### config.mk
export PLATFORM = sky130hd
export DESIGN_NAME = roulette_wheel_selector_unit
export DESIGN_NICKNAME = d
export VERILOG_FILES = /design/src/hw/rtl/rws_pkg.sv /design/src/hw/rtl/rws_ram.sv /design/src/hw/rtl/rws_accum.sv /design/src/hw/rtl/roulette_wheel_selector_unit.sv
export VERILOG_INCLUDE_DIRS = /design/src /design/src/hw/rtl
export SDC_FILE = /design/constraint.sdc
export NUM_CORES = 2
export LEC_CHECK = 0
export BUFFER_PORTS_ARGS = -buffer_cell sky130_fd_sc_hd__buf_2
export CAP_MARGIN = 5
export CORE_ASPECT_RATIO = 1.25
export CORE_MARGIN = 1.5
export CORE_UTILIZATION = 30
export CTS_CLUSTER_SIZE = 12
export DETAILED_ROUTE_END_ITERATION = 8
export PLACE_DENSITY = 0.43
export SLEW_MARGIN = 15
export SYNTH_ARGS = -nofsm -noshare
export SYNTH_HDL_FRONTEND = slang
export SYNTH_SLANG_ARGS = --single-unit
### constraint.sdc
create_clock -name clk_i -period 8.7 [get_ports clk_i]
set_input_delay 0.87 -clock clk_i [delete_from_list [all_inputs] [get_ports clk_i]]
set_output_delay 0.87 -clock clk_i [all_outputs]
set_load 0.1 [all_outputs]
### src/hw/rtl/assert_macros.svh
// Assertion macros used by the roulette wheel selector top level.
`ifndef ASSERT_MACROS_SVH
`define ASSERT_MACROS_SVH

// Clocked assertion, switched off while reset is asserted.
`define RWS_ASSERT(label, prop, msg) \
  label: assert property (@(posedge clk_i) disable iff (!rst_ni) prop) else $error(msg);

// Condition that must never be seen at a clock edge.
`define RWS_ASSERT_NEVER(label, cond, msg) \
  `RWS_ASSERT(label, !(cond), msg)

`endif

### src/hw/rtl/rws_pkg.sv
// Types, codes and default sizes for the roulette wheel selector.
package rws_pkg;

  localparam int unsigned POP_SLOTS_DEF    = 256;
  localparam int unsigned FITNESS_BITS_DEF = 16;
  localparam int unsigned RANDOM_BITS_DEF  = 16;

  localparam int unsigned POP_COUNT_W   = 9;
  localparam logic [POP_COUNT_W-1:0] POP_COUNT_RST = 9'd256;

  typedef enum logic [0:0] {
    ACT_LOAD   = 1'b0,
    ACT_SELECT = 1'b1
  } action_e;

  typedef enum logic [1:0] {
    STAT_LOAD = 2'd0,
    STAT_PICK = 2'd1,
    STAT_ZERO = 2'd2
  } status_e;

  typedef enum logic [2:0] {
    ST_CLEAR,
    ST_IDLE,
    ST_SUM,
    ST_WALK,
    ST_DONE
  } state_e;

  typedef struct packed {
    action_e     action;
    logic [7:0]  slot;
    logic [15:0] fitness;
    logic [15:0] random_fraction;
  } item_t;

  typedef struct packed {
    logic [7:0] picked_slot;
    status_e    status;
  } result_t;

  typedef struct packed {
    logic clear;
    logic sum_en;
    logic walk_en;
  } acc_ctrl_t;

  typedef struct packed {
    logic busy;
    logic total_zero;
    logic hit;
  } acc_stat_t;

endpackage

### src/hw/rtl/rws_ram.sv
// Generic single-port-write, single-port-read RAM with registered read data.
module rws_ram #(
  parameter int unsigned WIDTH = 16,
  parameter int unsigned DEPTH = 256,
  localparam int unsigned AW = $clog2(DEPTH)
) (
  input  logic             clk_i,
  input  logic             we_i,
  input  logic [AW-1:0]    waddr_i,
  input  logic [WIDTH-1:0] wdata_i,
  input  logic [AW-1:0]    raddr_i,
  output logic [WIDTH-1:0] rdata_o
);

  logic [WIDTH-1:0] mem_q [DEPTH];
  logic [WIDTH-1:0] rdata_q;

  always_ff @(posedge clk_i) begin
    if (we_i) begin
      mem_q[waddr_i] <= wdata_i;
    end
    rdata_q <= mem_q[raddr_i];
  end

  assign rdata_o = rdata_q;

endmodule

### src/hw/rtl/rws_accum.sv
// Running sums, weighted random threshold and walk compare of the selector.
module rws_accum #(
  parameter int unsigned FITNESS_BITS = rws_pkg::FITNESS_BITS_DEF,
  parameter int unsigned RANDOM_BITS  = rws_pkg::RANDOM_BITS_DEF,
  parameter int unsigned TOT_W        = rws_pkg::FITNESS_BITS_DEF + 8
) (
  input  logic                    clk_i,
  input  logic                    rst_ni,
  input  rws_pkg::acc_ctrl_t      ctrl_i,
  input  logic [RANDOM_BITS-1:0]  rnd_i,
  input  logic [FITNESS_BITS-1:0] rdata_i,
  input  logic                    rdata_vld_i,
  output rws_pkg::acc_stat_t      stat_o
);

  localparam int unsigned PW = RANDOM_BITS + FITNESS_BITS;
  localparam int unsigned RW = RANDOM_BITS + TOT_W;

  logic [FITNESS_BITS-1:0] fit_q;
  logic [PW-1:0]           prod_d, prod_q;
  logic                    pvld_q;
  logic [TOT_W-1:0]        total_q;
  logic [RW-1:0]           rt_q;
  logic [TOT_W-1:0]        cum_d, cum_q;

  // r * fitness per slot, summed, gives r * total without a wide multiply
  assign prod_d = {{FITNESS_BITS{1'b0}}, rnd_i} * {{RANDOM_BITS{1'b0}}, rdata_i};
  assign cum_d  = cum_q + TOT_W'(rdata_i);

  always_ff @(posedge clk_i or negedge rst_ni) begin
    if (!rst_ni) begin
      pvld_q <= 1'b0;
    end else if (ctrl_i.clear) begin
      pvld_q <= 1'b0;
    end else begin
      pvld_q <= ctrl_i.sum_en && rdata_vld_i;
    end
  end

  always_ff @(posedge clk_i) begin
    fit_q  <= rdata_i;
    prod_q <= prod_d;
    if (ctrl_i.clear) begin
      total_q <= '0;
      rt_q    <= '0;
      cum_q   <= '0;
    end else begin
      if (pvld_q) begin
        total_q <= total_q + TOT_W'(fit_q);
        rt_q    <= rt_q + RW'(prod_q);
      end
      if (ctrl_i.walk_en && rdata_vld_i) begin
        cum_q <= cum_d;
      end
    end
  end

  always_comb begin
    stat_o            = '0;
    stat_o.busy       = pvld_q;
    stat_o.total_zero = (total_q == '0);
    stat_o.hit        = ctrl_i.walk_en && rdata_vld_i &&
                        ({cum_d, {RANDOM_BITS{1'b0}}} > rt_q);
  end

endmodule

### src/hw/rtl/roulette_wheel_selector_unit.sv
// Top level of the fitness-proportionate roulette wheel selector.
// A summing pass and then a walk that stops at the chosen slot share one read port.
// A selection on a zero fitness total ends after the summing pass, without a walk.
// One transaction at a time: loads 1 per cycle while the output does not stall.
// After reset a clearing pass writes zero to every slot, with the input stalled.
module roulette_wheel_selector_unit #(
  parameter int unsigned POP_SLOTS    = rws_pkg::POP_SLOTS_DEF,
  parameter int unsigned FITNESS_BITS = rws_pkg::FITNESS_BITS_DEF,
  parameter int unsigned RANDOM_BITS  = rws_pkg::RANDOM_BITS_DEF
) (
  input  logic                            clk_i,
  input  logic                            rst_ni,
  input  logic                            cfg_we_i,
  input  logic [rws_pkg::POP_COUNT_W-1:0] cfg_wdata_i,
  input  logic                            in_valid_i,
  output logic                            in_stall_o,
  input  rws_pkg::item_t                  in_data_i,
  output logic                            out_valid_o,
  input  logic                            out_stall_i,
  output rws_pkg::result_t                out_data_o
);

`include "assert_macros.svh"

  localparam int unsigned AW    = $clog2(POP_SLOTS);
  localparam int unsigned CW    = $clog2(POP_SLOTS + 1);
  localparam int unsigned TOT_W = FITNESS_BITS + AW;

  rws_pkg::state_e state_q, state_d;
  logic [rws_pkg::POP_COUNT_W-1:0] pop_count_q;
  logic [CW-1:0]  idx_q, idx_d;
  logic [AW-1:0]  rd_idx_q;
  logic           rd_vld_q, rd_vld_d;
  logic [RANDOM_BITS-1:0] rnd_q;
  rws_pkg::result_t res_q, res_d;
  logic             out_valid_q, out_valid_d;
  rws_pkg::result_t out_data_q, out_data_d;

  logic [CW-1:0]  active;
  logic           in_acc, out_free, issue, fin;
  rws_pkg::result_t fin_res;
  logic                    ram_we;
  logic [AW-1:0]           ram_waddr;
  logic [FITNESS_BITS-1:0] ram_wdata, ram_rdata;
  rws_pkg::acc_ctrl_t acc_ctrl;
  rws_pkg::acc_stat_t acc_stat;

  always_comb begin
    if (32'(pop_count_q) > POP_SLOTS) begin
      active = CW'(POP_SLOTS);
    end else begin
      active = CW'(pop_count_q);
    end
  end

  assign in_stall_o = (state_q != rws_pkg::ST_IDLE);
  assign in_acc     = in_valid_i && !in_stall_o;
  assign out_free   = !out_valid_q || !out_stall_i;

  rws_ram #(
    .WIDTH(FITNESS_BITS),
    .DEPTH(POP_SLOTS)
  ) u_store (
    .clk_i  (clk_i),
    .we_i   (ram_we),
    .waddr_i(ram_waddr),
    .wdata_i(ram_wdata),
    .raddr_i(idx_q[AW-1:0]),
    .rdata_o(ram_rdata)
  );

  rws_accum #(
    .FITNESS_BITS(FITNESS_BITS),
    .RANDOM_BITS (RANDOM_BITS),
    .TOT_W       (TOT_W)
  ) u_accum (
    .clk_i      (clk_i),
    .rst_ni     (rst_ni),
    .ctrl_i     (acc_ctrl),
    .rnd_i      (rnd_q),
    .rdata_i    (ram_rdata),
    .rdata_vld_i(rd_vld_q),
    .stat_o     (acc_stat)
  );

  always_comb begin
    state_d     = state_q;
    idx_d       = idx_q;
    res_d       = res_q;
    issue       = 1'b0;
    fin         = 1'b0;
    fin_res     = '0;
    ram_we      = 1'b0;
    ram_waddr   = idx_q[AW-1:0];
    ram_wdata   = '0;
    acc_ctrl    = '0;
    out_valid_d = out_valid_q && out_stall_i;
    out_data_d  = out_data_q;

    case (state_q)
      rws_pkg::ST_CLEAR: begin
        ram_we = 1'b1;
        if (idx_q == CW'(POP_SLOTS - 1)) begin
          idx_d   = '0;
          state_d = rws_pkg::ST_IDLE;
        end else begin
          idx_d = idx_q + CW'(1);
        end
      end
      rws_pkg::ST_IDLE: begin
        if (in_acc) begin
          if (in_data_i.action == rws_pkg::ACT_LOAD) begin
            // Slots beyond the store are dropped but still answered
            ram_we         = (32'(in_data_i.slot) < POP_SLOTS);
            ram_waddr      = AW'(in_data_i.slot);
            ram_wdata      = FITNESS_BITS'(in_data_i.fitness);
            fin            = 1'b1;
            fin_res.status = rws_pkg::STAT_LOAD;
          end else begin
            acc_ctrl.clear = 1'b1;
            idx_d          = '0;
            state_d        = rws_pkg::ST_SUM;
          end
        end
      end
      rws_pkg::ST_SUM: begin
        acc_ctrl.sum_en = 1'b1;
        if (idx_q < active) begin
          issue = 1'b1;
          idx_d = idx_q + CW'(1);
        end else if (!rd_vld_q && !acc_stat.busy) begin
          if (acc_stat.total_zero) begin
            fin            = 1'b1;
            fin_res.status = rws_pkg::STAT_ZERO;
          end else begin
            idx_d   = '0;
            state_d = rws_pkg::ST_WALK;
          end
        end
      end
      rws_pkg::ST_WALK: begin
        acc_ctrl.walk_en = 1'b1;
        // The last active slot always qualifies
        if (rd_vld_q && (acc_stat.hit || CW'(rd_idx_q) == active - CW'(1))) begin
          fin                 = 1'b1;
          fin_res.status      = rws_pkg::STAT_PICK;
          fin_res.picked_slot = 8'(rd_idx_q);
        end else if (idx_q < active) begin
          issue = 1'b1;
          idx_d = idx_q + CW'(1);
        end
      end
      rws_pkg::ST_DONE: begin
        if (out_free) begin
          out_valid_d = 1'b1;
          out_data_d  = res_q;
          state_d     = rws_pkg::ST_IDLE;
        end
      end
      default: begin
        state_d = rws_pkg::ST_IDLE;
      end
    endcase

    // Hand the result to the output register, or hold it until it drains
    if (fin) begin
      if (out_free) begin
        out_valid_d = 1'b1;
        out_data_d  = fin_res;
        state_d     = rws_pkg::ST_IDLE;
      end else begin
        res_d   = fin_res;
        state_d = rws_pkg::ST_DONE;
      end
    end
  end

  assign rd_vld_d = issue;

  always_ff @(posedge clk_i or negedge rst_ni) begin
    if (!rst_ni) begin
      state_q     <= rws_pkg::ST_CLEAR;
      idx_q       <= '0;
      rd_vld_q    <= 1'b0;
      out_valid_q <= 1'b0;
      pop_count_q <= rws_pkg::POP_COUNT_RST;
    end else begin
      state_q     <= state_d;
      idx_q       <= idx_d;
      rd_vld_q    <= rd_vld_d;
      out_valid_q <= out_valid_d;
      if (cfg_we_i) begin
        pop_count_q <= cfg_wdata_i;
      end
    end
  end

  always_ff @(posedge clk_i) begin
    res_q      <= res_d;
    out_data_q <= out_data_d;
    if (issue) begin
      rd_idx_q <= idx_q[AW-1:0];
    end
    if (in_acc) begin
      rnd_q <= RANDOM_BITS'(in_data_i.random_fraction);
    end
  end

  assign out_valid_o = out_valid_q;
  assign out_data_o  = out_data_q;

  `RWS_ASSERT(a_select_starts_sum,
              in_acc && in_data_i.action == rws_pkg::ACT_SELECT |=> state_q == rws_pkg::ST_SUM,
              "selection did not start the summing pass")
  `RWS_ASSERT(a_done_holds_output,
              state_q == rws_pkg::ST_DONE |-> out_valid_q,
              "held result while output register empty")
  `RWS_ASSERT_NEVER(a_write_while_busy,
                    ram_we && state_q != rws_pkg::ST_IDLE && state_q != rws_pkg::ST_CLEAR,
                    "store written during a selection")
  `RWS_ASSERT(a_walk_in_range,
              state_q == rws_pkg::ST_WALK && rd_vld_q |-> CW'(rd_idx_q) < active,
              "walk read beyond the active slots")
  `RWS_ASSERT(a_walk_nonzero_total,
              state_q == rws_pkg::ST_WALK |-> !acc_stat.total_zero,
              "walk entered with zero total")

endmodule
Word level (Yosys, flattened, before mapping)
Memories as Yosys holds them, arrays and structs flattened. A register that Yosys moved wholly into a read port is not among the register bits.
Cells that the tools add are included.
{"block": "totals", "word_cells": 128, "ram_bits": 4096, "n_memories": 1, "ff_bits": 204, "output_inout_bits": 12, "in_bits": 55}
{"memory": "u_store.mem_q", "words": 256, "word_bits": 16, "rd": 1, "rd_clocked_by_memory_dff": 1, "wr": 1, "line_no": "rws_ram.sv:15", "source": "logic [WIDTH-1:0] mem_q [DEPTH];"}
{"block": "classes", "n_mux": 59, "bitwise": 1, "n_eq_ne": 21, "n_reduce_logical": 20, "n_addsub": 5, "multipliers": 1, "n_lt_le_gt_ge": 3}
{"cell": "$mux 9", "n": 9}
{"cell": "$mux 10", "n": 5}
{"cell": "$add 24x16->24", "n": 2}
{"cell": "$mux 16", "n": 3}
{"cell": "$add 40x32->40", "n": 1}
{"cell": "$gt 40x40->1", "n": 1}
{"cell": "$pmux 9 s4", "n": 1}
{"cell": "$mul 16x16->32", "n": 1}
{"cell": "$mux 8", "n": 4}
{"cell": "$mux 3", "n": 9}
{"cell": "$ne 3x3->1 const B", "n": 9}
{"cell": "$logic_not 24->1", "n": 1}
{"cell": "$mux 1", "n": 20}
{"cell": "$pmux 3 s5", "n": 1}
{"cell": "$ne 2x2->1 const B", "n": 5}
{"cell": "$add 9x1->9 const B", "n": 1}
{"cell": "$eq 8x9->1", "n": 1}
{"cell": "$eq 9x8->1 const B", "n": 1}
{"cell": "$gt 9x9->1 const B", "n": 1}
{"cell": "$lt 9x9->1", "n": 1}
{"cell": "$sub 9x1->9 const B", "n": 1}
{"cell": "$reduce_and 8->1", "n": 1}
{"cell": "$logic_and 1x1->1", "n": 7}
{"cell": "$reduce_and 7->1", "n": 1}
{"cell": "other kinds (14)", "n": 23}

Logic depth before layout (Yosys ltp)
{"block": "logic_depth", "ltp_word": 10, "mapped_depth": 24, "mapped_depth_nobuf": 23}

Hierarchy
A second synthesis with hierarchy kept.
{"block": "unflattened", "hier_cells": 9645, "area_unflattened_um2": 179313.2}
{"module": "rws_ram", "n_inst": 1, "cells_per_inst": 7360, "seq_area_each_um2": 123318.3, "area_each_um2": 158714.7}
{"module": "rws_accum", "n_inst": 1, "cells_per_inst": 1967, "seq_area_each_um2": 2747.6, "area_each_um2": 16882.4}
{"module": "roulette_wheel_selector_unit", "n_inst": 1, "cells_per_inst": 318, "seq_area_each_um2": 1798.0, "area_each_um2": 3716.1}

Least setup slack after synthesis
No wires, ideal clock.
{"block": "synth_path", "path_kind": "input port to flip-flop", "start": "input port in_valid_i", "end": "memory u_store.mem_q[0][10] (data pin)", "t_arrival_ns": 5.436, "setup_slack_ns": 2.394, "required_ns": 7.830, "path_buffers": 2, "stages": 5, "setup_ns": 0.870, "path_cell_list": "and2_1 -> nor2b_1 -> clkbuf_1 -> clkbuf_1 -> and2_1"}
{"block": "synth_between", "elab_chain_len": 3}
{"item": "start, declared", "line_no": "roulette_wheel_selector_unit.sv:15", "source": "input logic in_valid_i,"}
{"item": "$logic_and 1x1->1", "line_no": "roulette_wheel_selector_unit.sv:57", "source": "assign in_acc = in_valid_i && !in_stall_o;"}
{"item": "$mux 16", "line_no": "roulette_wheel_selector_unit.sv:111", "source": "if (in_acc) begin"}
{"item": "$mux 16", "line_no": "roulette_wheel_selector_unit.sv:100", "source": "case (state_q)"}
{"item": "via ram_wdata[10]", "line_no": "roulette_wheel_selector_unit.sv:44", "source": "logic [FITNESS_BITS-1:0] ram_wdata, ram_rdata;"}
{"item": "end, declared", "line_no": "rws_ram.sv:15"}
The timed path passes the listed nets, and every way through them passes these cells.

Final worst setup path
{"block": "layout_path", "start": "register u_store.rdata_q[1], in the netlist u_store.rdata_o[1], read port of u_store.mem_q", "end": "register res_q[1] (netlist bit), enable pin"}
{"block": "layout_between", "elab_chain_len": 8}
{"item": "start, declared", "line_no": "rws_ram.sv:16", "source": "logic [WIDTH-1:0] rdata_q;"}
{"item": "$add 24x16->24", "line_no": "rws_accum.sv:28", "source": "assign cum_d = cum_q + TOT_W'(rdata_i);"}
{"item": "via u_accum.cum_d[19]", "line_no": "rws_accum.sv:24", "source": "logic [TOT_W-1:0] cum_d, cum_q;"}
{"item": "$gt 40x40->1", "line_no": "rws_accum.sv:63", "source": "({cum_d, {RANDOM_BITS{1'b0}}} > rt_q);"}
{"item": "$logic_and 1x1->1", "line_no": "rws_accum.sv:62", "source": "stat_o.hit = ctrl_i.walk_en && rdata_vld_i &&"}
{"item": "$logic_or 1x1->1", "line_no": "roulette_wheel_selector_unit.sv:144", "source": "if (rd_vld_q && (acc_stat.hit || CW'(rd_idx_q) == active - CW'(1))) begin"}
{"item": "$logic_and 1x1->1", "line_no": "roulette_wheel_selector_unit.sv:144"}
{"item": "$mux 1", "line_no": "roulette_wheel_selector_unit.sv:144"}
{"item": "$pmux 1 s3", "line_no": "roulette_wheel_selector_unit.sv:100"}
{"item": "$reduce_and 2->1 (no line)"}
{"item": "end signal, assigned", "line_no": "roulette_wheel_selector_unit.sv:199", "source": "res_q <= res_d;"}
{"item": "end, declared", "line_no": "roulette_wheel_selector_unit.sv:35", "source": "rws_pkg::result_t res_q, res_d;"}
The timed path passes the listed nets, and every way through them passes these cells.
A chain may end at the register's enable or synchronous reset.

==> flow_metrics.tcl <==
set metrics [dict create \
    rsz0062_at_grt "no" \
    leakagePower_nw 64.1 \
    num_rows 314 \
    crit_required_ns 9.41 \
    worst_slack_ns 1.50 \
    nNetsFinal 9282 \
    path_cells "ha_1 -> a21o_1 -> a21oi_1 -> o21ai_0 -> a2111oi_0 -> o311ai_0 -> a41oi_2 -> nor2_1 -> xor2_1 -> ha_1 -> and3_1 -> a221o_1 -> a221oi_1 -> o21ai_0 -> o21a_1 -> a41oi_1 -> nor2_1 -> buf_4 -> nor3_1 -> nor2_1" \
    dr.pass1.iters 5 \
    power.density_nw_per_um2 411 \
    setup_violations 0 \
    critical-path-max-stage-delay_ns 0.87 \
    drive_gt1_share_pct 27.5 \
    place_ws_ns 1.51 \
    clk_path_buf_depth 4 \
    synth_top_cell_area_share_pct 70.2 \
    vdd_drop_max_mv 1.68 \
    worstPathArrival_ns 7.90 \
    grt_overflow 0 \
    drtIter0Drc 7223 \
    cts.sinks 4316 \
    seqPwrFrac_pct 29.5 \
    switching_share_pct 38.6 \
    avgSynthCellArea_um2 21.0 \
    grt_pass1_vias 90000 \
    switching_power_mw 32.1 \
    synthCells 8396 \
    crit_fanout 25 \
    hold_viol_final 0 \
    clock_insertion_delay_worst_skew_ns 1.04 \
    fp.dieH_um 861 \
    wl_per_cell_um 29.8 \
    layout.cells.non_filler 16900 \
    critPathMostFrequentCell "nor2_1" \
    critPathTopFamily "compound AO/OA/AOI/OAI gates" \
    synthAdderAreaFrac_pct 3.68 \
    final.setup.tns_ns 0 \
    r2r-start "u_store.rdata_o[1]" \
    wl_mm 504 \
    synth_edf_count 4130 \
    maxCapViolCount 0 \
    routed.top_layer "met5" \
    muxShareOfSynthArea_pct 17.6 \
    p_int_mw 50.9 \
    globalRouteTotalUtil_pct 16.8 \
    fin_util_pct 34.5 \
    worstPathBufferInverterCount 1 \
    area_growth_pct 14.4 \
    synth_seq_area_share_pct 72.4 \
    drc_errors 0 \
    cts_buffers 444 \
    synth_most_common_cell "edfxtp_1" \
    clock_skew_ns 0.0565 \
    p_clk_share_pct 21.6 \
    post-dp-hpwl_mm 305 \
    dr_wl_met3_mm 21.4 \
    synth-seq-cells 4316 \
    synth_top_family_by_area "multiplexers" \
    ys_top_cells_by_area "edfxtp_1, mux4_2, fa_1, dfxtp_1, ha_1" \
    dieWidth_um 689 \
    min_from "in_data_i[14]" \
    dr_wl_met2_mm 256 \
    max_freq_ghz 0.139 \
    io_buffers 66 \
    place_congestion 0.781 \
    netlist_area_um2 177000 \
    synth_compound_area_share_pct 1.53 \
    cts.clk_slew.worst_paths_ns 0.06 \
    postCtsSetupBuffers 0 \
    grt_max_degree 197 \
    status "completed" \
    dieArea_um2 593000 \
    slew-limit-headroom_pct 14.0 \
    end_kind "register" \
    crit_start "u_store.rdata_o[1]" \
    comb_power_share_pct 48.9 \
    synthArstFlopShare_pct 0.556 \
    slowest_stage "dfxtp_1" \
    min_path_type "in2reg" \
    drv_slew 0 \
    p_total_mw 83.0 \
    wl_met1_mm 214 \
    start_util_pct 30.2 \
    dr_total_vias 84400 \
    via_per_inst 4.99 \
    holdBufCountCts 23 \
    postRouteAntennaNets 0 \
    htree_levels 5 \
    cts-root-buf "clkbuf_16" \
    io_pins 67 \
    antenna_found_initial 39 \
    ys_types 71 \
    ctsResizeCount 0 \
    cts_tree "built" \
    fp.coreArea_um2 585000 \
    synthXorXnorAreaFrac_pct 0.514 \
    yosys-top-cells-count "edfxtp_1, mux4_2, nor2_1" \
    yosysWarnings 0 \
    tightest_slew_ns 1.29 \
    cp-start-kind "register" \
    synth_flop_cell "edfxtp_1" \
    fin_crit_sh_pct 82.7 \
    yosysTopAreaCell "edfxtp_1" \
    yosys.area_share.simple_pct 2.68 \
    critical_path_class "reg2reg" \
    syn_nets 8852 \
    dp.cells 16100 \
    grt_pass1_wl_mm 711 \
    min_period_ns 7.20 \
]
through the flow:
step,area (µm²),hold slack [ns]
2_1_floorplan,177000,0.400
3_3_place_gp,188000,0.447
3_5_place_dp,188000,0.454
4_1_cts,202000,0.0106
5_1_grt,202000,0.0582
6_report,202000,0.124
cells in the final DEF (no fill, tap or decap), types with 17 or more instances in the layout:
cell,count
nor2_4,30
clkbuf_1,131
nor4_1,17
edfxtp_1,4130
ha_1,204
nand2b_1,25
dfxtp_1,162
nor2_1,237
mux2i_1,25
xnor2_1,77
nor2_2,118
clkinv_1,89
nor3_1,37
nand2_1,315
clkbuf_16,455
a31oi_1,20
and2_1,100
buf_4,280
inv_1,281
o21ai_0,83
diode_2,26
a211oi_1,20
fa_1,197
mux4_2,1360
buf_2,66
and3_1,18
a21o_1,44
clkinv_2,44
nand3_1,41
xor2_1,24
o31ai_1,18
buf_12,38
mux2_2,18
dlygate4sd3_1,23
a21oi_1,112
metal layers:
metal,up-vias,GRT usage [%]
met5,-,0
met4,10,3.98
met3,552,2.29
met2,1965,29.3
met1,46600,22.2
li1,35200,-
layout make-up:
class | count | area [µm²]
multi-input cells | 3372 | 46500
repair buffers | 408 | 3430
clock inverters | 166 | 1220
flip-flops and latches | 4316 | 128000
fillers | 54600 | 383000
inverters | 284 | 1070
clock buffers | 595 | 12000
diodes | 26 | 65.1
well taps | 7742 | 9690
worst paths after layout:
path | slack [ns] | endpoint | cells past startpoint
max | 1.50 | res_q[1] | 20
min | 0.12 | rnd_q[14] | 1
max reg2reg | 1.50 | res_q[1] | 20
min reg2reg | 0.46 | u_accum.cum_q[11] | 2
max in group asynchronous | 7.85 | idx_q[2] | 2
min in group asynchronous | 0.38 | pop_count_q[1] | 2
power by group through the flow:
stage / Combinational [mW] / Clock, mW / Sequential, mW
6_report: 40.6 / 17.9 / 24.5
5_1_grt: 44.7 / 19.1 / 24.5
4_1_cts: 41.8 / 18.4 / 24.5
3_5_place_dp: 41.6 / 0 / 24.9
3_3_place_gp: 41.8 / 0 / 24.9
2_1_floorplan: 29.3 / 0 / 24.5
kinds of logic after synthesis:
family / after synthesis
multiplexers: 1403
buffers and inverters: 708
XOR/XNOR: 102
AND/OR/NAND/NOR: 1051
flip-flops: 4316
AO/OA/AOI/OAI: 415
adder cells (fa/ha/maj): 401
state kept, by name (all words and copies together), names as in the netlist:
signal and count:
rd_vld_q 1, res_q 10, u_accum.prod_q 32, pop_count_q 9, rd_idx_q 8, out_valid_o 1, out_data_o 10, u_accum.pvld_q 1
u_accum.fit_q 16, u_store.rdata_o 16, idx_q 9, u_store.mem_q 4096, u_accum.cum_q 24, u_accum.total_q 24, state_q 3, rnd_q 16
u_accum.rt_q 40
Note: power is estimated with default switching activity, not from simulation.
